### config.mk
export PLATFORM = sky130hd
export DESIGN_NAME = position_delta_varint_encoder_flat
export DESIGN_NICKNAME = d
export VERILOG_FILES = /design/src/pde_pkg.sv /design/src/pde_ifs.sv /design/src/pde_front.sv /design/src/pde_queue.sv /design/src/pde_back.sv /design/src/position_delta_varint_encoder.sv /design/src/flat_wrapper.sv
export SDC_FILE = /design/constraint.sdc
export NUM_CORES = 1
export LEC_CHECK = 0
export BUFFER_PORTS_ARGS = -buffer_cell sky130_fd_sc_hd__buf_2
export CORE_MARGIN = 3
export CORE_UTILIZATION = 40
export DETAILED_ROUTE_END_ITERATION = 10
export GPL_ROUTABILITY_DRIVEN = 0
export GPL_TIMING_DRIVEN = 0
export HOLD_SLACK_MARGIN = 0.03
export SLEW_MARGIN = 15
export SYNTH_ARGS = -nofsm -noshare
export SYNTH_HDL_FRONTEND = slang
export SYNTH_HIERARCHICAL = 1
export SYNTH_SLANG_ARGS = --single-unit
### constraint.sdc
create_clock -name clk -period 13.9 [get_ports clk]
set_input_delay 2.78 -clock clk [delete_from_list [all_inputs] [get_ports clk]]
set_output_delay 2.78 -clock clk [all_outputs]
set_load 0.005 [all_outputs]
### src/pde_pkg.sv
// ----------------------------------------------------------------------------
// pde_pkg
// shared types, constants and coding helpers of the position delta encoder
// ----------------------------------------------------------------------------
package pde_pkg;

    localparam int unsigned OFFSET_W    = 31;
    localparam int unsigned POSITION_W  = 32;
    localparam int unsigned VALUE_W     = 32;
    localparam int unsigned BYTE_W      = 8;
    localparam int unsigned PAYLOAD_W   = 7;
    localparam int unsigned MORE_BIT    = 7;
    localparam int unsigned COUNT_W     = 3;
    localparam int unsigned QUEUE_DEPTH = 2;

    // which of the two values of an entry the back end is sending
    typedef enum logic
    {
        PH_OFFSET   = 1'b0,
        PH_POSITION = 1'b1
    } pde_phase_t;

    // one classified entry: both zig-zag values and their byte counts
    typedef struct packed
    {
        logic [VALUE_W-1:0] zz_off;
        logic [COUNT_W-1:0] n_off;
        logic [VALUE_W-1:0] zz_pos;
        logic [COUNT_W-1:0] n_pos;
    } pde_entry_t;

    function automatic logic [VALUE_W-1:0] zigzag(input logic [VALUE_W-1:0] v);
        zigzag = {v[VALUE_W-2:0], 1'b0} ^ {VALUE_W{v[VALUE_W-1]}};
    endfunction

    // number of 7-bit groups needed, one to five
    function automatic logic [COUNT_W-1:0] byte_count(input logic [VALUE_W-1:0] zz);
        priority if (zz[31:28] != 4'd0)
            byte_count = 3'd5;
        else if (zz[27:21] != 7'd0)
            byte_count = 3'd4;
        else if (zz[20:14] != 7'd0)
            byte_count = 3'd3;
        else if (zz[13:7] != 7'd0)
            byte_count = 3'd2;
        else
            byte_count = 3'd1;
    endfunction

    // 7-bit group number idx, least significant first
    function automatic logic [PAYLOAD_W-1:0] group_sel(input logic [VALUE_W-1:0] zz,
                                                       input logic [COUNT_W-1:0] idx);
        unique case (idx)
            3'd0:    group_sel = zz[6:0];
            3'd1:    group_sel = zz[13:7];
            3'd2:    group_sel = zz[20:14];
            3'd3:    group_sel = zz[27:21];
            default: group_sel = {3'b000, zz[31:28]};
        endcase
    endfunction

endpackage

### src/pde_ifs.sv
// ----------------------------------------------------------------------------
// pde channel interfaces
// entry input, byte output and omit register write channels
// ----------------------------------------------------------------------------
interface pde_in_if;
    logic                                  valid;
    logic                                  ready;
    logic [pde_pkg::OFFSET_W-1:0]          insn_offset;
    logic signed [pde_pkg::POSITION_W-1:0] src_pos;
    logic                                  stmt_flag;
    logic                                  new_table;

    modport source (output valid, insn_offset, src_pos, stmt_flag, new_table,
                    input ready);
    modport sink (input valid, insn_offset, src_pos, stmt_flag, new_table,
                  output ready);
endinterface

interface pde_out_if;
    logic                         valid;
    logic                         ready;
    logic [pde_pkg::BYTE_W-1:0]   out_byte;
    logic                         last_byte;

    modport source (output valid, out_byte, last_byte, input ready);
    modport sink (input valid, out_byte, last_byte, output ready);
endinterface

interface pde_cfg_if;
    logic valid;
    logic ready;
    logic omit_positions;

    modport source (output valid, omit_positions, input ready);
    modport sink (input valid, omit_positions, output ready);
endinterface

### src/pde_front.sv
// ----------------------------------------------------------------------------
// pde_front
// accepts entries, forms deltas and zig-zag values, sizes them, fills queue
// ----------------------------------------------------------------------------
module pde_front
(
    input  logic                clk,
    input  logic                rst_n,
    pde_in_if.sink              in_ch,
    pde_cfg_if.sink             cfg,
    input  logic                q_full,
    output logic                push,
    output pde_pkg::pde_entry_t push_entry
);
    import pde_pkg::*;

    logic                  omit_reg;
    logic                  omit_next;
    logic [OFFSET_W-1:0]   prev_offset_reg;
    logic [OFFSET_W-1:0]   prev_offset_next;
    logic [POSITION_W-1:0] prev_position_reg;
    logic [POSITION_W-1:0] prev_position_next;
    logic                  accept;
    logic [OFFSET_W-1:0]   base_off;
    logic [POSITION_W-1:0] base_pos;
    logic [VALUE_W-1:0]    d_off;
    logic [VALUE_W-1:0]    d_pos;
    logic [VALUE_W-1:0]    folded_off;

    assign cfg.ready   = 1'b1;
    // omitted entries never need queue room
    assign in_ch.ready = omit_reg | ~q_full;
    assign accept      = in_ch.valid & in_ch.ready;
    assign push        = accept & ~omit_reg;

    assign base_off   = in_ch.new_table ? '0 : prev_offset_reg;
    assign base_pos   = in_ch.new_table ? '0 : prev_position_reg;
    assign d_off      = {1'b0, in_ch.insn_offset} - {1'b0, base_off};
    assign d_pos      = VALUE_W'(in_ch.src_pos) - base_pos;
    // expression entries carry the inverted offset delta
    assign folded_off = in_ch.stmt_flag ? d_off : ~d_off;

    always_comb
    begin
        push_entry.zz_off = zigzag(folded_off);
        push_entry.zz_pos = zigzag(d_pos);
        push_entry.n_off  = byte_count(push_entry.zz_off);
        push_entry.n_pos  = byte_count(push_entry.zz_pos);
    end

    always_comb
    begin
        omit_next          = omit_reg;
        prev_offset_next   = prev_offset_reg;
        prev_position_next = prev_position_reg;
        if (cfg.valid)
            omit_next = cfg.omit_positions;
        if (push)
        begin
            prev_offset_next   = in_ch.insn_offset;
            prev_position_next = VALUE_W'(in_ch.src_pos);
        end
    end

    always_ff @(posedge clk or negedge rst_n)
    begin
        if (!rst_n)
        begin
            omit_reg          <= 1'b0;
            prev_offset_reg   <= '0;
            prev_position_reg <= '0;
        end
        else
        begin
            omit_reg          <= omit_next;
            prev_offset_reg   <= prev_offset_next;
            prev_position_reg <= prev_position_next;
        end
    end

endmodule

### src/pde_queue.sv
// ----------------------------------------------------------------------------
// pde_queue
// short entry queue between front and back end
// ----------------------------------------------------------------------------
module pde_queue
#(
    parameter int unsigned DEPTH = pde_pkg::QUEUE_DEPTH
)
(
    input  logic                clk,
    input  logic                rst_n,
    input  logic                push,
    input  pde_pkg::pde_entry_t push_entry,
    input  logic                pop,
    output pde_pkg::pde_entry_t head,
    output logic                full,
    output logic                empty
);
    import pde_pkg::*;

    localparam int unsigned PTR_W = (DEPTH > 1) ? $clog2(DEPTH) : 1;
    localparam int unsigned CNT_W = $clog2(DEPTH + 1);

    pde_entry_t       slot_reg [DEPTH];
    logic [PTR_W-1:0] wr_ptr_reg;
    logic [PTR_W-1:0] wr_ptr_next;
    logic [PTR_W-1:0] rd_ptr_reg;
    logic [PTR_W-1:0] rd_ptr_next;
    logic [CNT_W-1:0] count_reg;
    logic [CNT_W-1:0] count_next;

    assign full  = (count_reg == CNT_W'(DEPTH));
    assign empty = (count_reg == '0);
    assign head  = slot_reg[rd_ptr_reg];

    always_comb
    begin
        wr_ptr_next = wr_ptr_reg;
        rd_ptr_next = rd_ptr_reg;
        count_next  = count_reg;
        if (push)
            wr_ptr_next = (wr_ptr_reg == PTR_W'(DEPTH - 1)) ? '0 : wr_ptr_reg + 1'b1;
        if (pop)
            rd_ptr_next = (rd_ptr_reg == PTR_W'(DEPTH - 1)) ? '0 : rd_ptr_reg + 1'b1;
        if (push && !pop)
            count_next = count_reg + 1'b1;
        else if (pop && !push)
            count_next = count_reg - 1'b1;
    end

    always_ff @(posedge clk)
    begin
        if (push)
            slot_reg[wr_ptr_reg] <= push_entry;
    end

    always_ff @(posedge clk or negedge rst_n)
    begin
        if (!rst_n)
        begin
            wr_ptr_reg <= '0;
            rd_ptr_reg <= '0;
            count_reg  <= '0;
        end
        else
        begin
            wr_ptr_reg <= wr_ptr_next;
            rd_ptr_reg <= rd_ptr_next;
            count_reg  <= count_next;
        end
    end

`ifndef SYNTHESIS
    a_no_push_full: assert property (@(posedge clk) disable iff (!rst_n)
        full |-> !push)
        else $error("push into full queue");
    a_no_pop_empty: assert property (@(posedge clk) disable iff (!rst_n)
        empty |-> !pop)
        else $error("pop from empty queue");
    a_count_track: assert property (@(posedge clk) disable iff (!rst_n)
        (push && !pop) |=> count_reg == $past(count_reg) + 1'b1)
        else $error("queue count lost a push");
`endif

endmodule

### src/pde_back.sv
// ----------------------------------------------------------------------------
// pde_back
// walks the queue head into the output register, one 7-bit group per cycle while the output can advance
// ----------------------------------------------------------------------------
module pde_back
(
    input  logic                clk,
    input  logic                rst_n,
    input  pde_pkg::pde_entry_t head,
    input  logic                q_empty,
    output logic                pop,
    pde_out_if.source           out_ch
);
    import pde_pkg::*;

    pde_phase_t          phase_reg;
    pde_phase_t          phase_next;
    logic [COUNT_W-1:0]  idx_reg;
    logic [COUNT_W-1:0]  idx_next;
    logic                out_valid_reg;
    logic                out_valid_next;
    logic [BYTE_W-1:0]   out_byte_reg;
    logic                out_last_reg;
    logic                out_adv;
    logic                emit;
    logic [VALUE_W-1:0]  cur_zz;
    logic [COUNT_W-1:0]  cur_n;
    logic                cur_more;
    logic [BYTE_W-1:0]   byte_val;
    logic                byte_last;

    assign out_adv  = ~out_valid_reg | out_ch.ready;
    assign emit     = out_adv & ~q_empty;
    assign cur_zz   = (phase_reg == PH_OFFSET) ? head.zz_off : head.zz_pos;
    assign cur_n    = (phase_reg == PH_OFFSET) ? head.n_off : head.n_pos;
    assign cur_more = (idx_reg + 1'b1) != cur_n;

    // next state
    always_comb
    begin
        phase_next = phase_reg;
        idx_next   = idx_reg;
        if (emit)
        begin
            if (cur_more)
                idx_next = idx_reg + 1'b1;
            else
            begin
                idx_next = '0;
                unique case (phase_reg)
                    PH_OFFSET:   phase_next = PH_POSITION;
                    PH_POSITION: phase_next = PH_OFFSET;
                    default:     phase_next = PH_OFFSET;
                endcase
            end
        end
    end

    // outputs
    always_comb
    begin
        byte_val  = {cur_more, group_sel(cur_zz, idx_reg)};
        byte_last = ~cur_more & (phase_reg == PH_POSITION);
        pop       = emit & byte_last;
    end

    assign out_valid_next = out_adv ? ~q_empty : out_valid_reg;

    always_ff @(posedge clk or negedge rst_n)
    begin
        if (!rst_n)
        begin
            phase_reg     <= PH_OFFSET;
            idx_reg       <= '0;
            out_valid_reg <= 1'b0;
        end
        else
        begin
            phase_reg     <= phase_next;
            idx_reg       <= idx_next;
            out_valid_reg <= out_valid_next;
        end
    end

    always_ff @(posedge clk)
    begin
        if (emit)
        begin
            out_byte_reg <= byte_val;
            out_last_reg <= byte_last;
        end
    end

    assign out_ch.valid     = out_valid_reg;
    assign out_ch.out_byte  = out_byte_reg;
    assign out_ch.last_byte = out_last_reg;

`ifndef SYNTHESIS
    a_last_no_more: assert property (@(posedge clk) disable iff (!rst_n)
        (out_valid_reg && out_last_reg) |-> !out_byte_reg[MORE_BIT])
        else $error("final byte carries more flag");
    a_idx_in_range: assert property (@(posedge clk) disable iff (!rst_n)
        !q_empty |-> idx_reg < cur_n)
        else $error("group index beyond value length");
    a_pop_restart: assert property (@(posedge clk) disable iff (!rst_n)
        pop |=> (idx_reg == '0) && (phase_reg == PH_OFFSET))
        else $error("back end not rewound after entry");
    a_pop_on_emit: assert property (@(posedge clk) disable iff (!rst_n)
        pop |=> out_valid_reg && out_last_reg)
        else $error("entry retired without final byte");
`endif

endmodule

### src/position_delta_varint_encoder.sv
// ----------------------------------------------------------------------------
// position_delta_varint_encoder
// position table entries to delta, zig-zag, 7-bit varint byte stream
// ----------------------------------------------------------------------------
// each entry transfer (code offset, source position, statement flag, new
// table flag) is turned into two zig-zag values: the offset delta, inverted
// for expression entries, then the position delta, both wrapping at 32 bits
// against the previous encoded entry (or zero when new_table is set). each
// value leaves as one to five bytes, least significant group first, bit 7
// set when another byte of that value follows; last_byte marks the final
// byte of the entry, so an entry gives two to ten byte transfers. the back
// end sends one byte per cycle from its output register while the receiver
// is ready; the front end takes a new entry every cycle while the two-entry
// queue has room, so bursts of short entries flow back to back. with
// omit_positions set every entry is accepted each cycle and dropped: no
// bytes, no state change. the user must write omit_positions through the
// cfg channel only while idle; the block itself does not enforce this.
// ----------------------------------------------------------------------------
module position_delta_varint_encoder
#(
    parameter int unsigned QUEUE_DEPTH = pde_pkg::QUEUE_DEPTH
)
(
    input  logic       clk,
    input  logic       rst_n,
    pde_in_if.sink     in_ch,
    pde_out_if.source  out_ch,
    pde_cfg_if.sink    cfg
);
    import pde_pkg::*;

    // front to queue
    logic       push;
    pde_entry_t push_entry;
    // queue to back
    pde_entry_t head;
    logic       q_full;
    logic       q_empty;
    logic       pop;

    // classification: deltas, folding, zig-zag, byte counts, omit register
    pde_front u_front
    (
        .clk        (clk),
        .rst_n      (rst_n),
        .in_ch      (in_ch),
        .cfg        (cfg),
        .q_full     (q_full),
        .push       (push),
        .push_entry (push_entry)
    );

    // decouples entry acceptance from byte output
    pde_queue
    #(
        .DEPTH (QUEUE_DEPTH)
    )
    u_queue
    (
        .clk        (clk),
        .rst_n      (rst_n),
        .push       (push),
        .push_entry (push_entry),
        .pop        (pop),
        .head       (head),
        .full       (q_full),
        .empty      (q_empty)
    );

    // byte serialiser with registered output
    pde_back u_back
    (
        .clk     (clk),
        .rst_n   (rst_n),
        .head    (head),
        .q_empty (q_empty),
        .pop     (pop),
        .out_ch  (out_ch)
    );

endmodule

### src/flat_wrapper.sv
// flat-port wrapper written by rule: the top's interface ports become plain ports
module position_delta_varint_encoder_flat import pde_pkg::*;
#(
    parameter int unsigned QUEUE_DEPTH = pde_pkg::QUEUE_DEPTH
)
  (clk, rst_n, in_ch_valid, in_ch_insn_offset, in_ch_src_pos, in_ch_stmt_flag, in_ch_new_table, in_ch_ready, out_ch_valid, out_ch_out_byte, out_ch_last_byte, out_ch_ready, cfg_valid, cfg_omit_positions, cfg_ready);
  pde_in_if in_ch_i ();
  pde_out_if out_ch_i ();
  pde_cfg_if cfg_i ();
  input  logic clk;
  input  logic rst_n;
  input wire logic [$bits(in_ch_i.valid)-1:0] in_ch_valid;
  input wire logic [$bits(in_ch_i.insn_offset)-1:0] in_ch_insn_offset;
  input wire logic [$bits(in_ch_i.src_pos)-1:0] in_ch_src_pos;
  input wire logic [$bits(in_ch_i.stmt_flag)-1:0] in_ch_stmt_flag;
  input wire logic [$bits(in_ch_i.new_table)-1:0] in_ch_new_table;
  output wire logic [$bits(in_ch_i.ready)-1:0] in_ch_ready;
  output wire logic [$bits(out_ch_i.valid)-1:0] out_ch_valid;
  output wire logic [$bits(out_ch_i.out_byte)-1:0] out_ch_out_byte;
  output wire logic [$bits(out_ch_i.last_byte)-1:0] out_ch_last_byte;
  input wire logic [$bits(out_ch_i.ready)-1:0] out_ch_ready;
  input wire logic [$bits(cfg_i.valid)-1:0] cfg_valid;
  input wire logic [$bits(cfg_i.omit_positions)-1:0] cfg_omit_positions;
  output wire logic [$bits(cfg_i.ready)-1:0] cfg_ready;
  assign in_ch_i.valid = in_ch_valid;
  assign in_ch_i.insn_offset = in_ch_insn_offset;
  assign in_ch_i.src_pos = in_ch_src_pos;
  assign in_ch_i.stmt_flag = in_ch_stmt_flag;
  assign in_ch_i.new_table = in_ch_new_table;
  assign in_ch_ready = in_ch_i.ready;
  assign out_ch_valid = out_ch_i.valid;
  assign out_ch_out_byte = out_ch_i.out_byte;
  assign out_ch_last_byte = out_ch_i.last_byte;
  assign out_ch_i.ready = out_ch_ready;
  assign cfg_i.valid = cfg_valid;
  assign cfg_i.omit_positions = cfg_omit_positions;
  assign cfg_ready = cfg_i.ready;
  position_delta_varint_encoder #(.QUEUE_DEPTH(QUEUE_DEPTH)) u_core (.clk(clk), .rst_n(rst_n), .in_ch(in_ch_i), .out_ch(out_ch_i), .cfg(cfg_i));
endmodule
# Yosys cells after proc, flatten, opt, wreduce, memory -nomap -nowiden
# Memory sizes are Yosys's and may differ from the RTL's.
# Index checks and enable logic that the tools add are counted.
[totals]
latch_bits = 0
memories = 1
ramBits = 140
word_cells = 78
output_inout_bits = 12
register_bits = 82
mem_bits_ro = 0
in_bits = 71
[memory_table]
columns = ["name", "depth", "width", "rd", "rd_clocked_by_memory_dff", "write_ports", "line_no", "text"]
rows = [
  ["u_core.u_queue.slot_reg", 2, 70, 1, 0, 1, "pde_queue.sv:24", "pde_entry_t slot_reg [DEPTH];"],
]
[op_classes]
n_mul = 0
shifts = 0
div = 0
n_lt_le_gt_ge = 0
n_mux = 22
reduce_logical = 16
addsub = 7
n_eq_ne = 5
n_bitwise = 16
[ops]
columns = ["cell", "n"]
rows = [
  ["$mux 32", 3],
  ["$xor 32x32->32", 2],
  ["$reduce_bool 7->1", 6],
  ["$not 32->32", 1],
  ["$sub 31x31->32", 1],
  ["$sub 32x32->32", 1],
  ["$mux 31", 1],
  ["$pmux 7 s4", 1],
  ["$mux 3", 6],
  ["$mux 2", 6],
  ["$reduce_bool 4->1", 2],
  ["$eq 3x2->1 const B", 2],
  ["$not 1->1", 6],
  ["$and 1x1->1", 5],
  ["$mux 1", 4],
  ["$add 3x1->3 const B", 1],
  ["$eq 3x1->1 const B", 1],
  ["$logic_not 3->1", 1],
  ["$ne 3x3->1", 1],
  ["$add 1x1->1 const B", 2],
  ["$add 2x1->2 const B", 1],
  ["$eq 2x2->1 const B", 1],
  ["$logic_and 1x1->1", 2],
  ["$logic_not 1->1", 2],
  ["other kinds (6)", 7],
]

# Depth between registers and ports, before layout
# Gate-level depths: netlist (run 1).
[logic_depth]
depth_word = 10
mapped_depth = 16
depth_no_buf = 14

# Modules after synthesis
# The synthesis (run 1) kept the hierarchy.
[by_module_without_submodules]
columns = ["mod", "instances", "area_each_um2", "seq_area_each_um2", "cells_per_inst"]
rows = [
  ["pde_front", 1, 6993.0, 1601.5, 802],
  ["pde_queue", 1, 5589.1, 4304.1, 234],
  ["pde_back", 1, 1182.4, 395.4, 118],
]

# Worst setup path after synthesis (run 1)
# OpenSTA, ideal clock, no wires.
[synth_path]
path_kind = "input to register"
start = "input in_ch_valid"
end = "memory u_core/u_queue/slot_reg[0][0] (netlist name), enable pin"
required_ps = 13393
n_path_buf = 2
path_slack_ps = 6544
stages = 4
setup_time_ps = 507
t_arrival_ps = 6849
cell_sequence = "nor3b_1 -> clkbuf_1 -> buf_1 -> nor2b_1"
[synth_via]
elab_chain_cells = 4
[synth_lines]
columns = ["element", "line_no", "text"]
rows = [
  ["start, declared", "flat_wrapper.sv:12", "input wire logic [$bits(in_ch_i.valid)-1:0] in_ch_valid;"],
  ["$and 1x1->1", "pde_front.sv:33", "assign accept = in_ch.valid & in_ch.ready;"],
  ["$and 1x1->1", "pde_front.sv:34", "assign push = accept & ~omit_reg;"],
  ["named net u_core.push", "position_delta_varint_encoder.sv:33", "logic push;"],
  ["$mux 1", "pde_queue.sv:53", "if (push)"],
  ["$mux 1 (not written as such)", "pde_queue.sv:54", "slot_reg[wr_ptr_reg] <= push_entry;"],
  ["end, declared", "pde_queue.sv:24", ""],
]
# The timed path passes the listed nets, and every way through them passes these cells.

==> results of run 1 <==
[report_power, final]
group	total [mW]	internal (mW)	switching, mW
Combinational	1.68	0.756	0.927
Sequential	1.15	1.07	0.0802
Clock	0.726	0.454	0.273
[through the flow]
stage / area [um2] / total power, mW / instances / utilization [%] / hold slack (ns)
global placement: 14730 / 2.808 / 1682 / 43.70 / 0.4727
finish: 15730 / 3.564 / 1734 / 46.69 / 0.4913
detailed placement: 14820 / 2.852 / 1686 / 43.97 / 0.4828
floorplan: 13760 / 2.450 / 1154 / - / 0.4555
CTS: 15730 / 3.596 / 1734 / 46.69 / 0.4933
global route: 15730 / 3.802 / 1734 / 46.69 / 0.4993
[how the worst max path moves through the flow]
| stage | startpoint | endpoint | slack, ns | cells past startpoint |
|---|---|---|---|---|
| floorplan | in_ch_valid | u_core/u_queue/slot_reg[0][0] | 6.54 | 4 |
| global placement | in_ch_valid | u_core/u_queue/slot_reg[0][68] | 3.86 | 5 |
| detailed placement | in_ch_new_table | u_core/u_queue/slot_reg[0][36] | 5.85 | 15 |
| CTS | in_ch_new_table | u_core/u_queue/slot_reg[0][36] | 6.41 | 15 |
| global route | in_ch_new_table | u_core/u_queue/slot_reg[0][36] | 6.02 | 15 |
| finish | in_ch_new_table | u_core/u_queue/slot_reg[0][36] | 6.45 | 15 |
[cells by family after synthesis]
kind of cell	Yosys count
AND/OR/NAND/NOR	273
flip-flops	222
AO/OA/AOI/OAI	214
multiplexers	168
XOR/XNOR	124
buffers and inverters	79
adder cells (fa/ha/maj)	73
other	1
[layout make-up]
cell class                      instances  area (um2)
Clock inverter                         15       207.7
Multi-Input combinational cell        853        7034
Tap cell                              448       560.5
Sequential cell                       222        6301
Buffer                                 52       337.8
Inverter                               27       101.3
Clock buffer                           33       708.2
Timing Repair Buffer                   84       483.0
Fill cell                            3147       17970
[worst reg2reg max path, stage by stage, from the launching register on]
cell and delay, ns:
sky130_fd_sc_hd__dfrtp_1 0.36, sky130_fd_sc_hd__nor2b_1 0.13, sky130_fd_sc_hd__ha_1 0.23, sky130_fd_sc_hd__nand3b_1 0.20, sky130_fd_sc_hd__a2111oi_0 0.83, sky130_fd_sc_hd__o21ai_0 0.39, sky130_fd_sc_hd__o21ai_1 0.34, sky130_fd_sc_hd__o21ai_0 0.16
sky130_fd_sc_hd__and2_1 0.17, sky130_fd_sc_hd__clkbuf_1 0.22, sky130_fd_sc_hd__a21oi_1 0.23, sky130_fd_sc_hd__xor2_1 0.13, sky130_fd_sc_hd__or4_1 0.60, sky130_fd_sc_hd__a211oi_1 0.36
[cell usage in the layout (no fill, tap or decap), types with 29 or more instances in the layout]
cell type,n
sky130_fd_sc_hd__edfxtp_1,149
sky130_fd_sc_hd__o21ai_0,42
sky130_fd_sc_hd__clkbuf_1,40
sky130_fd_sc_hd__nand2_1,55
sky130_fd_sc_hd__xor2_1,38
sky130_fd_sc_hd__nand2b_1,70
sky130_fd_sc_hd__nor2_1,44
sky130_fd_sc_hd__ha_1,71
sky130_fd_sc_hd__buf_2,81
sky130_fd_sc_hd__a21oi_1,63
sky130_fd_sc_hd__mux2i_1,29
sky130_fd_sc_hd__xnor2_1,85
sky130_fd_sc_hd__dfrtp_1,73
sky130_fd_sc_hd__mux2_4,69
sky130_fd_sc_hd__mux2_2,70
[per-layer routing]
metal  GRT usage, %  part of all wire [%]  vias up
met3          2.732                   4.5       36
li1               -                     -     4497
met1          22.69                    46     4454
met2          27.63                    48      183
met4          3.810                   1.9        0
met5              0                     0        -
==> results.rst, run 1 <==
.. list-table::
   :header-rows: 1

   * - Metric
     - Value
   * - Critical path, cell by cell
     - clkbuf_1 -> clkbuf_1 -> nand2b_1 -> ha_1 -> nand2_1 -> a2111oi_0 -> o21ai_0 -> o21ai_1 -> o21ai_0 -> and2_1 -> clkbuf_1 -> a21oi_1 -> xor2_1 -> or4_1 -> a211oi_1
   * - Max stage delay cell, worst path
     - sky130_fd_sc_hd__a2111oi_0
   * - Std-Cell Rows
     - 67
   * - Final routed wire length divided by cell count
     - roughly 18 um
   * - Sequential cell area fraction in the yosys report
     - a little under half
   * - Global route overflow
     - 0
   * - Launch instance of the worst register-to-register path
     - u_core/u_front/prev_offset_reg[0]
   * - P per Cell Area
     - roughly 230 nW/um2
   * - Diodes inserted
     - 0
   * - Place WS
     - just under 6 ns
   * - Area contributors post-synth
     - sky130_fd_sc_hd__edfxtp_1 33%, sky130_fd_sc_hd__dfrtp_1 13%, sky130_fd_sc_hd__mux2_4 7.5%
   * - CTS tree
     - done
   * - Run status
     - finished, final reports clean
   * - Xor/xnor cell area share of the yosys netlist
     - under 10%
   * - Endpoint of the worst hold-timing path
     - u_core/u_queue/count_reg[1]
   * - Number of vias after detailed routing
     - 9170
   * - CTS Hold Buffers Added
     - 0
   * - Via count of the first global-routing pass
     - around 9000
   * - Number of setup violations in the final report
     - 0
   * - Final Hold Viols
     - 0
   * - Reg clk slew, reported paths
     - 0.06 ns
   * - Iter 0 DRT Violations
     - between 500 and 600
   * - Type of destination of the critical path
     - register
   * - I/O pin count
     - 83
   * - Commonest cells in the netlist
     - 149 x sky130_fd_sc_hd__edfxtp_1, 85 x sky130_fd_sc_hd__xnor2_1, 73 x sky130_fd_sc_hd__dfrtp_1
   * - Number of buffers added for setup after CTS
     - 0
   * - Required time reported for the critical path endpoint
     - around 14 ns
   * - Number of resized instances in the post-cts repair step
     - 0
   * - Number of sinks handled by clock tree synthesis
     - 222
   * - Horizontal die dimension
     - around 190 um
   * - Core box area
     - around 34000 um2
   * - Main combinational cell family by area after synthesis
     - multiplexers
   * - CP max FO
     - 10
   * - Die area
     - 36670 um2
   * - DRC violation count after routing
     - 0
   * - Distinct cell type count after synthesis
     - 71
   * - Post-route clock period utilization
     - a little over half
   * - Worst-skew pair later-pin latency
     - 0.53 ns
   * - Buffering stage count on the worst path with inverters included
     - 3
   * - Final-report max-slew violation count
     - 0
   * - Library cell with the largest summed area after synthesis
     - sky130_fd_sc_hd__edfxtp_1
   * - CP peak stage delay
     - 0.76 ns
   * - Share of synthesized flip-flops with an asynchronous set or reset
     - 32.88%
   * - Worst hold path startpoint
     - u_core/u_queue/count_reg[1]
   * - Area share of the largest cell type after synthesis
     - between 30% and 40%
   * - Share of synthesized area spent on multiplexers
     - ~15%
   * - CTS buffer count
     - 26
   * - RSZ-0062 raised after global routing
     - false
   * - Post-DR vias/cell
     - approximately 5.3
   * - Post-detailed-route count of antenna-violating nets
     - 0
   * - Transition time of the tightest slew-check pin
     - roughly 1.0 ns
   * - Critical path class
     - input pin to register
   * - Overall track demand over capacity in global routing
     - between 15 and 20%
   * - Mean instance size in the synthesized netlist
     - between 10 and 15 um2
   * - Synth Warn #
     - 6
   * - Number of synthesized flops with an enable pin
     - around 150
   * - Area of the mapped netlist
     - ~14000 um2
   * - Final sum of negative setup slack
     - 0 ns
   * - Number of synthesized register bits
     - about 220
   * - Syn nets
     - roughly 1300
   * - Most instantiated library cell after synthesis
     - sky130_fd_sc_hd__edfxtp_1
   * - Maximum number of pins on one net before global-route repair
     - 40
   * - Max rail drop VDD
     - approximately 0.00010 V
   * - Antenna violations before repair
     - 0
   * - CTS Buffer Depth
     - 3
   * - CP Launch Type
     - input pin
   * - Critical R2R Capture
     - u_core/u_queue/slot_reg[0][36]
   * - Max-Cap Viols
     - 0
   * - Number of instances in the synthesized netlist
     - roughly 1200
   * - Number of cells traversed by the worst register-to-register path
     - 13
   * - Final critical-path required period
     - between 7 and 8 ns
   * - Share of the synthesized area in compound gates (AO/OA/AOI/OAI)
     - ~10%
   * - Number of input and output port buffers inserted
     - 80
   * - Max_slew headroom
     - a little under a third
   * - Detailed Place HPWL
     - around 24000 um
   * - Final setup skew
     - between 0.01 and 0.015 ns
   * - First-pass GRT wire length
     - about 48000 um
   * - FF-to-FF setup slack
     - around 9.3 ns
   * - Total Wirelength
     - 30710 um
   * - Share of cells above drive strength 1
     - a little under a quarter
   * - Area added between synthesis and finish
     - 14.31%
   * - Most used DFF post-synth
     - sky130_fd_sc_hd__edfxtp_1
   * - CTS H-tree lvls
     - 1
   * - Max reg flops
     - 140
   * - Kind of cell adding the most delay to the critical path
     - compound AO/OA/AOI/OAI gates
   * - F_max
     - about 130 MHz
   * - Most prevalent standard cell on the critical path
     - sky130_fd_sc_hd__clkbuf_1
   * - Final nets
     - 1410
   * - Worst min-delay path category
     - register to register
   * - Area share of fa/ha/maj cells after synthesis
     - 6.745%
   * - Simple-gate share of the synthesized area
     - a little over a tenth
   * - Chip height
     - approximately 190 um
   * - Smallest setup slack after layout
     - around 6.4 ns
   * - CTS Root Buffer Type
     - sky130_fd_sc_hd__clkbuf_16
   * - Number of cells traversed by the worst hold path
     - 1
   * - Arrival time at the worst endpoint
     - a little under 8 ns
   * - Initial cell density of the core
     - 40.84%
   * - Leakage power
     - slightly above 6 nW
   * - Length of the first detailed-routing pass in iterations
     - 6
(Power assumes the default switching activity.)
==> run 2, diff against run 1 <==
--- a/config.mk
+++ b/config.mk
@@ -5,6 +5,7 @@
 export SDC_FILE = /design/constraint.sdc
 export NUM_CORES = 1
 export LEC_CHECK = 0
+export ABC_AREA = 1
 export BUFFER_PORTS_ARGS = -buffer_cell sky130_fd_sc_hd__buf_2
 export CORE_MARGIN = 3
 export CORE_UTILIZATION = 40
==> constraint.sdc (replaced) <==
create_clock -name clk -period 7.39 [get_ports clk]
set_input_delay 1.478 -clock clk [delete_from_list [all_inputs] [get_ports clk]]
set_output_delay 1.478 -clock clk [all_outputs]
set_load 0.005 [all_outputs]
==> run 2 against run 1 <==
Critical path depth up 5. Clock power up 64%. Register-to-register slack worse by 5.3 ns. Wire length is 31% higher. Combinational power grew 73%. Hold slack lost 0.016 ns. First-iteration DRC count increased by 86%. Synthesized area up 15%. Worst setup slack lost 3.9 ns. Core utilization shrank 0.83 points. Total power grew 69%. Critical path type unchanged. Highest routed layer unchanged.
==> results.rst, run 2 <==
.. list-table::
   :header-rows: 1

   * - Metric
     - Value
   * - Most instantiated library cell after synthesis
     - sky130_fd_sc_hd__nand2_1
   * - Arrival time at the worst endpoint
     - 5.20 ns (-2.56 ns)
   * - Power after layout
     - 6.038 mW (+69%)
   * - Antenna violations before repair
     - 0 (unchanged)
   * - F_max
     - roughly 210 MHz
   * - P per Cell Area
     - 338.3 nW/um2 (+49%)
   * - Post-route cell area
     - 17850 um2 (+13%)
   * - Commonest cells in the netlist
     - 848 x sky130_fd_sc_hd__nand2_1, 262 x sky130_fd_sc_hd__inv_1, 155 x sky130_fd_sc_hd__nor2_1
   * - I/O pin count
     - 83 (unchanged)
   * - Max stage delay cell, worst path
     - sky130_fd_sc_hd__clkbuf_1
   * - Final nets
     - 2317 (+64%)
   * - Max-Cap Viols
     - 0 (unchanged)
   * - Type of destination of the critical path
     - register
   * - Synth Warn #
     - 6 (unchanged)
   * - Max reg flops
     - 140 (unchanged)
   * - Area contributors post-synth
     - sky130_fd_sc_hd__edfxtp_1 28%, sky130_fd_sc_hd__nand2_1 20%, sky130_fd_sc_hd__dfrtp_1 11%
   * - Share of cells above drive strength 1
     - 11.72% (-11 points)
   * - Diodes inserted
     - 0 (unchanged)
   * - Global route overflow
     - 0 (unchanged)
   * - CTS tree
     - done
   * - Post-DR vias/cell
     - 4.790 (-9.4%)
   * - CTS Hold Buffers Added
     - 0 (unchanged)
   * - CP max FO
     - 10 (unchanged)
   * - Worst-skew pair later-pin latency
     - 0.54 ns (about the same)
   * - Number of setup violations in the final report
     - 0 (unchanged)
   * - Distinct cell type count after synthesis
     - 50 (-30%)
   * - Reg clk slew, reported paths
     - 0.06 ns (about the same)
   * - Horizontal die dimension
     - 205.3 um (+7.2%)
   * - Die area
     - 42150 um2 (+15%)
   * - Required time reported for the critical path endpoint
     - 7.77 ns (-6.44 ns)
   * - Final critical-path required period
     - between 4 and 5 ns
   * - CP peak stage delay
     - 0.64 ns (-0.12 ns)
   * - Run status
     - finished, final reports clean
   * - Number of instances in the synthesized netlist
     - 2061 (+79%)
   * - Final sum of negative setup slack
     - 0 ns (unchanged)
   * - Smallest setup slack after layout
     - 2.574 ns (-3.873 ns)
   * - Number of synthesized flops with an enable pin
     - 149 (unchanged)
   * - Total Wirelength
     - 40250 um (+31%)
   * - Number of sinks handled by clock tree synthesis
     - 222 (unchanged)
   * - Max rail drop VDD
     - 0.0001696 V (+65%)
   * - Mean instance size in the synthesized netlist
     - 7.709 um2 (-35%)
   * - Dpl cell area
     - 17070 um2 (+15%)
   * - Sequential cell area
     - 6301 um2 (unchanged)
   * - Final Hold Viols
     - 0 (unchanged)
   * - Place WS
     - 2.114 ns (-3.740 ns)
   * - Critical path class
     - input pin to register
   * - CTS H-tree lvls
     - 1 (unchanged)
   * - Syn nets
     - 2205 (+70%)
   * - CTS buffer count
     - 25 (-3.8%)
   * - Via count of the first global-routing pass
     - 12360 (+36%)
   * - Library cell with the largest summed area after synthesis
     - sky130_fd_sc_hd__edfxtp_1
   * - Number of vias after detailed routing
     - 12980 (+42%)
   * - Number of buffers added for setup after CTS
     - 0 (unchanged)
   * - Post-route clock period utilization
     - about two thirds
   * - Chip height
     - 205.3 um (+7.2%)
   * - Overall track demand over capacity in global routing
     - 19.31% (+2.7 points)
   * - Most used DFF post-synth
     - sky130_fd_sc_hd__edfxtp_1
   * - CTS Root Buffer Type
     - sky130_fd_sc_hd__clkbuf_16
   * - Number of resized instances in the post-cts repair step
     - 0 (unchanged)
   * - Final-report max-slew violation count
     - 0 (unchanged)
   * - Sequential cell area fraction in the yosys report
     - 39.66% (-6.1 points)
   * - Area share of the largest cell type after synthesis
     - 28.16% (-4.3 points)
   * - Post-detailed-route count of antenna-violating nets
     - 0 (unchanged)
   * - Critical path, cell by cell
     - buf_2 -> inv_2 -> clkbuf_1 -> nand2_1 -> fa_1 -> nand3_1 -> nand3_1 -> nand2_1 -> nand2_1 -> nand2_1 -> nand2_1 -> nand2_1 -> nand3_1 -> nand2_1 -> nand2_1 -> xor2_1 -> nand2_1 -> nor2_1 -> nand2_1 -> nor2_1
   * - Kind of cell adding the most delay to the critical path
     - simple AND/OR/NAND/NOR gates
   * - Area of the mapped netlist
     - 15890 um2 (+15%)
   * - Length of the first detailed-routing pass in iterations
     - 5 (-1)
   * - Final cell count without fillers
     - 2710 (+56%)
   * - Max_slew headroom
     - 39.61% (+9.1 points)
   * - Number of input and output port buffers inserted
     - 80 (unchanged)
   * - CTS Buffer Depth
     - 3 (unchanged)
   * - Detailed Place HPWL
     - 32470 um (+37%)
   * - Most common cell after layout, fill and taps aside
     - sky130_fd_sc_hd__nand2_1
   * - First-pass GRT wire length
     - 64920 um (+34%)
   * - Leakage power
     - 8.920 nW (+46%)
   * - Transition time of the tightest slew-check pin
     - 0.9059 ns (-0.1361 ns)
   * - RSZ-0062 raised after global routing
     - false
   * - Std-Cell Rows
     - 72 (+7.5%)
   * - Iter 0 DRT Violations
     - 989 (+86%)
   * - Final routed wire length divided by cell count
     - 14.85 um (-16%)
   * - Filler cell count in the final layout
     - 3967 (+26%)
   * - CP Launch Type
     - input pin
   * - Highest-count cells in the layout ignoring fill and taps
     - 848 x sky130_fd_sc_hd__nand2_1, 261 x sky130_fd_sc_hd__inv_1, 154 x sky130_fd_sc_hd__nor2_1
   * - Initial cell density of the core
     - 40.83% (about the same)
   * - Core box area
     - 38920 um2 (+15%)
   * - Area added between synthesis and finish
     - 12.32%
   * - Most prevalent standard cell on the critical path
     - sky130_fd_sc_hd__nand2_1
   * - Maximum number of pins on one net before global-route repair
     - 59 (+48%)
   * - Final setup skew
     - 0.01251 ns (+0.002500 ns)
   * - Inst Count DP
     - 2664 (+58%)
   * - Number of synthesized register bits
     - 222 (unchanged)
   * - DRC violation count after routing
     - 0 (unchanged)
   * - Multi-input combinational cell area
     - 8204 um2 (+17%)
   * - Share of synthesized flip-flops with an asynchronous set or reset
     - 32.88% (unchanged)
   * - Worst min-delay path category
     - register to register
   * - Buffering stage count on the worst path with inverters included
     - 3 (unchanged)
==> run 2: cell types whose count changed after synthesis, sizes merged, moves of 17 or more <==
| cell | before | now |
|---|---|---|
| inv | 27 | 266 |
| xnor2 | 86 | 27 |
| nand3b | 4 | 24 |
| xor2 | 38 | 55 |
| nand3 | 16 | 102 |
| nand2b | 70 | 0 |
| mux2i | 29 | 0 |
| mux2 | 139 | 70 |
| nand2 | 55 | 860 |
| nor2 | 44 | 159 |
==> run 2: logic make-up after synthesis <==
| logic type | count (synthesis) | share of synthesized area [%] |
|---|---|---|
| flip-flops | 222 | 39.66 |
| buffers and inverters | 316 | 8.780 |
| AND/OR/NAND/NOR | 1191 | 30.84 |
| XOR/XNOR | 82 | 4.567 |
| multiplexers | 70 | 6.591 |
| adder cells (fa/ha/maj) | 73 | 5.843 |
| AO/OA/AOI/OAI | 106 | 3.701 |
| other | 1 | 0.02360 |
==> run 2: layout make-up <==
type,instances,share of cell area (%)
repair buffers,85,2.902
clock inverters,16,0.7501
plain buffers,48,2.180
inverters,268,5.651
well taps,518,3.632
multi-input cells,1523,45.97
flip-flops and latches,222,35.31
clock buffers,30,3.610
==> run 2: metal layers <==
metal	vias to the layer above	GRT usage, %	wire length, um
met5	-	0	0
met4	0	4.540	806
met3	47	2.563	2293
met2	296	30.15	17590
met1	5898	28.50	19560
li1	6741	-	-
==> run 2: power by group <==
part | switching, mW | internal [mW] | total [mW]
clock network | 0.502 | 0.690 | 1.19
logic | 1.80 | 1.11 | 2.91
registers | 0.120 | 1.82 | 1.94
total | 2.42 | 3.62 | 6.04
==> run 2: worst paths after layout <==
| kind | start | end | slack, ns | depth (start not counted) |
|---|---|---|---|---|
| max in group asynchronous | rst_n | u_core/u_front/prev_position_reg[11] | 5.95 | 2 |
| min in group asynchronous | rst_n | u_core/u_front/prev_offset_reg[24] | 0.82 | 1 |
| worst min register to register | u_core/u_front/prev_offset_reg[14] | u_core/u_front/prev_offset_reg[14] | 0.48 | 2 |
| worst max-delay path | in_ch_new_table | u_core/u_queue/slot_reg[1][1] | 2.57 | 20 |
| worst min-delay path | u_core/u_front/prev_offset_reg[14] | u_core/u_front/prev_offset_reg[14] | 0.48 | 2 |
| worst max register to register | u_core/u_front/prev_position_reg[0] | u_core/u_queue/slot_reg[1][1] | 3.99 | 20 |
==> run 2: worst register-to-register path, stage by stage (launching register included) <==
cell                      delay (ns)
sky130_fd_sc_hd__dfrtp_1        0.34
sky130_fd_sc_hd__inv_1          0.04
sky130_fd_sc_hd__nor2_1         0.08
sky130_fd_sc_hd__ha_1           0.14
sky130_fd_sc_hd__inv_1          0.09
sky130_fd_sc_hd__fa_1           0.52
sky130_fd_sc_hd__nand3_1        0.12
sky130_fd_sc_hd__nand3_1        0.20
sky130_fd_sc_hd__nand2_1        0.11
sky130_fd_sc_hd__nand2_1        0.18
sky130_fd_sc_hd__nand2_1        0.14
sky130_fd_sc_hd__nand2_1        0.08
sky130_fd_sc_hd__nand2_1        0.11
sky130_fd_sc_hd__nand3_1        0.08
sky130_fd_sc_hd__nand2_1        0.06
sky130_fd_sc_hd__nand2_1        0.12
sky130_fd_sc_hd__xor2_1         0.23
sky130_fd_sc_hd__nand2_1        0.07
sky130_fd_sc_hd__nor2_1         0.15
sky130_fd_sc_hd__nand2_1        0.16
sky130_fd_sc_hd__nor2_1         0.19
==> run 2: metrics by stage <==
step           hold slack [ns]  utilization [%]
2_1_floorplan           0.4491                -
6_report                0.4755            45.86
5_1_grt                 0.4930            45.86
3_5_place_dp            0.4658            43.85
4_1_cts                 0.4813            45.85
3_3_place_gp            0.4620            43.52
==> run 3, diff against run 2 <==
==> constraint.sdc (replaced) <==
create_clock -name clk -period 4.9 [get_ports clk]
set_input_delay 0.98 -clock clk [delete_from_list [all_inputs] [get_ports clk]]
set_output_delay 0.98 -clock clk [all_outputs]
set_load 0.005 [all_outputs]
==> run 3 against run 2 <==
Clock skew up 0.0051 ns. Sequential share of layout area down 0.14 points. Core utilization up 0.18 points. Via count up 1.3%. Critical endpoint unchanged. Highest routed layer unchanged.
==> results.rst, run 3 (same netlist as run 2, synthesis figures left out) <==
.. list-table::
   :header-rows: 1

   * - Metric
     - Value
   * - Run status
     - finished, final reports clean
   * - Highest-count cells in the layout ignoring fill and taps
     - 848 x sky130_fd_sc_hd__nand2_1, 261 x sky130_fd_sc_hd__inv_1, 154 x sky130_fd_sc_hd__nor2_1
   * - Dpl cell area
     - 17070 um2 (unchanged)
   * - Critical Path Start
     - in_ch_new_table
   * - CTS tree
     - done
   * - Final critical-path required period
     - 4.265 ns
   * - First-pass GRT wire length
     - 65230 um (+0.49%)
   * - Chip height
     - 205.3 um (unchanged)
   * - Worst hold-check slack
     - 0.3269 ns (-0.1486 ns)
   * - Post-route cell area
     - 17920 um2 (+0.40%)
   * - Inst Count DP
     - 2664 (unchanged)
   * - Max rail drop VDD
     - 0.0002569 V (+51%)
   * - Final-report max-slew violation count
     - 0 (unchanged)
   * - Max-Cap Viols
     - 0 (unchanged)
   * - Share of cells above drive strength 1
     - 11.58% (-0.15 points)
   * - FF-to-FF setup slack
     - 1.54 ns (-2.45 ns)
   * - CTS Root Buffer Type
     - sky130_fd_sc_hd__clkbuf_16
   * - Post-route clock period utilization
     - ~87%
   * - Final Hold Viols
     - 0 (unchanged)
   * - Post-DR vias/cell
     - 4.851 (+1.3%)
   * - F_max
     - around 230 MHz
   * - Logic pwr share
     - 47.6% (-0.6 points)
   * - Diodes inserted
     - 0 (unchanged)
   * - CP max FO
     - 10 (unchanged)
   * - CTS Hold Buffers Added
     - 0 (unchanged)
   * - Switching power share of the total
     - 39.53% (-0.52 points)
   * - Worst min-delay path category
     - input pin to asynchronous set/reset pin
   * - Initial cell density of the core
     - 40.83% (unchanged)
   * - Transition time of the tightest slew-check pin
     - 0.9087 ns (+0.002852 ns)
   * - Reg clk slew, reported paths
     - 0.06 ns (about the same)
   * - Number of resized instances in the post-cts repair step
     - 0 (unchanged)
   * - CTS H-tree lvls
     - 1 (unchanged)
   * - Number of input and output port buffers inserted
     - 80 (unchanged)
   * - Critical R2R Capture
     - u_core/u_queue/slot_reg[1][1]
   * - Maximum number of pins on one net before global-route repair
     - 59 (unchanged)
   * - Number of buffers added for setup after CTS
     - 0 (unchanged)
   * - Length of the first detailed-routing pass in iterations
     - 5 (unchanged)
   * - Launch instance of the worst register-to-register path
     - u_core/u_front/prev_position_reg[0]
   * - RSZ-0062 raised after global routing
     - false
   * - Critical path class
     - input pin to register
   * - Most common cell after layout, fill and taps aside
     - sky130_fd_sc_hd__nand2_1
   * - Leakage power
     - 8.949 nW (+0.32%)
   * - I/O pin count
     - 83 (unchanged)
   * - Critical path endpoint
     - u_core/u_queue/slot_reg[1][1]
   * - Std-Cell Rows
     - 72 (unchanged)
   * - Arrival time at the worst endpoint
     - 4.56 ns (-0.64 ns)
   * - Max_slew headroom
     - 39.42% (-0.19 points)
   * - Detailed Place HPWL
     - 32440 um (about the same)
   * - Global route overflow
     - 0 (unchanged)
   * - Number of setup violations in the final report
     - 0 (unchanged)
   * - Total Wirelength
     - 40350 um (+0.25%)
   * - CTS buffer count
     - 26 (+4.0%)
   * - P per Cell Area
     - 516.1 nW/um2 (+53%)
   * - Fraction of power consumed by the clock network
     - 20.8% (+1.1 points)
   * - Horizontal die dimension
     - 205.3 um (unchanged)
   * - Required time reported for the critical path endpoint
     - 5.19 ns (-2.58 ns)
   * - Final cell count without fillers
     - 2712 (+0.074%)
   * - Overall track demand over capacity in global routing
     - 19.40% (+0.093 points)
   * - Area added between synthesis and finish
     - 12.77%
   * - Type of destination of the critical path
     - register
   * - Final routed wire length divided by cell count
     - 14.88 um (+0.17%)
   * - Number of sinks handled by clock tree synthesis
     - 222 (unchanged)
   * - Final nets
     - 2318 (+0.043%)
   * - Die area
     - 42150 um2 (unchanged)
   * - CP Launch Type
     - input pin
   * - Reported net switching power
     - 3.655 mW (+51%)
   * - Final setup skew
     - 0.01757 ns (+0.005059 ns)
   * - DRC violation count after routing
     - 0 (unchanged)
   * - Filler cell count in the final layout
     - 3933 (-0.86%)
   * - Number of vias after detailed routing
     - 13160 (+1.3%)
   * - Antenna violations before repair
     - 0 (unchanged)
   * - Post-detailed-route count of antenna-violating nets
     - 0 (unchanged)
   * - Cell Int Power
     - 5.592 mW (+54%)
   * - Sequential cell fraction of total power
     - 31.6% (-0.5 points)
   * - CTS Buffer Depth
     - 3 (unchanged)
   * - Via count of the first global-routing pass
     - 12430 (+0.58%)
   * - Number of cells traversed by the worst register-to-register path
     - 21 (+5.0%)
   * - Iter 0 DRT Violations
     - 1043 (+5.5%)
   * - Core box area
     - 38920 um2 (unchanged)
   * - Max reg flops
     - 140 (unchanged)
   * - Worst-skew pair later-pin latency
     - 0.55 ns (about the same)
==> run 3: changes by cell type in the layout (fill, tap and decap cells not counted) <==
cell                         change
sky130_fd_sc_hd__clkbuf_16       +2
sky130_fd_sc_hd__clkinvlp_4      -1
sky130_fd_sc_hd__inv_6           -1
sky130_fd_sc_hd__clkinv_1        +3
sky130_fd_sc_hd__clkbuf_8        +1
sky130_fd_sc_hd__bufinv_16       +1
sky130_fd_sc_hd__clkinv_2        -5
sky130_fd_sc_hd__clkbuf_1        +2
==> run 3: critical path: stages <==
cell and delay, ns:
sky130_fd_sc_hd__buf_2 0.15, sky130_fd_sc_hd__inv_2 0.14, sky130_fd_sc_hd__clkbuf_1 0.66, sky130_fd_sc_hd__nand2_1 0.21, sky130_fd_sc_hd__fa_1 0.52, sky130_fd_sc_hd__nand3_1 0.11
sky130_fd_sc_hd__nand3_1 0.19, sky130_fd_sc_hd__nand2_1 0.12, sky130_fd_sc_hd__nand2_1 0.14, sky130_fd_sc_hd__nand2_1 0.09, sky130_fd_sc_hd__nand2_1 0.06, sky130_fd_sc_hd__or2_2 0.27
sky130_fd_sc_hd__nand2_1 0.15, sky130_fd_sc_hd__inv_1 0.06, sky130_fd_sc_hd__nand2_1 0.06, sky130_fd_sc_hd__nand2_1 0.11, sky130_fd_sc_hd__nor2_1 0.10, sky130_fd_sc_hd__and2_0 0.14
sky130_fd_sc_hd__nand2_1 0.05, sky130_fd_sc_hd__nor2_1 0.16, sky130_fd_sc_hd__nor2_1 0.08
==> run 3: power by group through the flow <==
stage / clock network, mW / registers, mW / logic [mW]
2_1_floorplan: 0 / 2.93 / 3.22
3_3_place_gp: 0 / 2.95 / 4.27
3_5_place_dp: 0 / 2.95 / 4.37
4_1_cts: 1.98 / 2.92 / 4.39
5_1_grt: 2.06 / 2.97 / 4.94
6_report: 1.92 / 2.92 / 4.41
==> run 3: routing by layer <==
layer,vias up,share of wire [%],global-route usage [%]
met5,-,0,0
met4,0,2.5,5.345
met3,52,5.3,2.357
met2,326,43,30.53
met1,6031,49,28.25
li1,6747,-,-
==> run 3: layout make-up <==
type | count | area [um2] | share of cell area [%]
Multi-Input combinational cell | 1523 | 8204 | 45.79
Buffer | 48 | 389.1 | 2.172
Sequential cell | 222 | 6301 | 35.17
Inverter | 268 | 1008 | 5.628
Clock buffer | 35 | 715.7 | 3.994
Clock inverter | 13 | 133.9 | 0.7472
Tap cell | 518 | 648.1 | 3.617
Timing Repair Buffer | 85 | 518.0 | 2.891
==> run 3: worst min-delay path by stage <==
| stage | start | endpoint | slack, ns | cells past startpoint |
|---|---|---|---|---|
| finish | rst_n | u_core/u_back/idx_reg[2] | 0.33 | 1 |
| global route | rst_n | u_core/u_front/prev_offset_reg[24] | 0.33 | 1 |
| floorplan | u_core/u_back/idx_reg[2] | u_core/u_back/idx_reg[2] | 0.45 | 2 |
| detailed placement | u_core/u_front/prev_offset_reg[7] | u_core/u_front/prev_offset_reg[7] | 0.46 | 2 |
| global placement | u_core/u_front/prev_offset_reg[6] | u_core/u_front/prev_offset_reg[6] | 0.46 | 2 |
| CTS | rst_n | u_core/u_back/idx_reg[2] | 0.32 | 1 |
==> run 3: stage by stage <==
step | setup slack, ns | util, % | power [mW] | setup TNS (ns)
6_report | 0.6350 | 46.04 | 9.247 | 0
2_1_floorplan | 0.9883 | - | 6.147 | 0
3_5_place_dp | 0.1326 | 43.85 | 7.327 | 0
3_3_place_gp | -0.6424 | 43.53 | 7.219 | -44.72
4_1_cts | 0.6949 | 46.03 | 9.288 | 0
5_1_grt | 0.3608 | 46.04 | 9.959 | 0
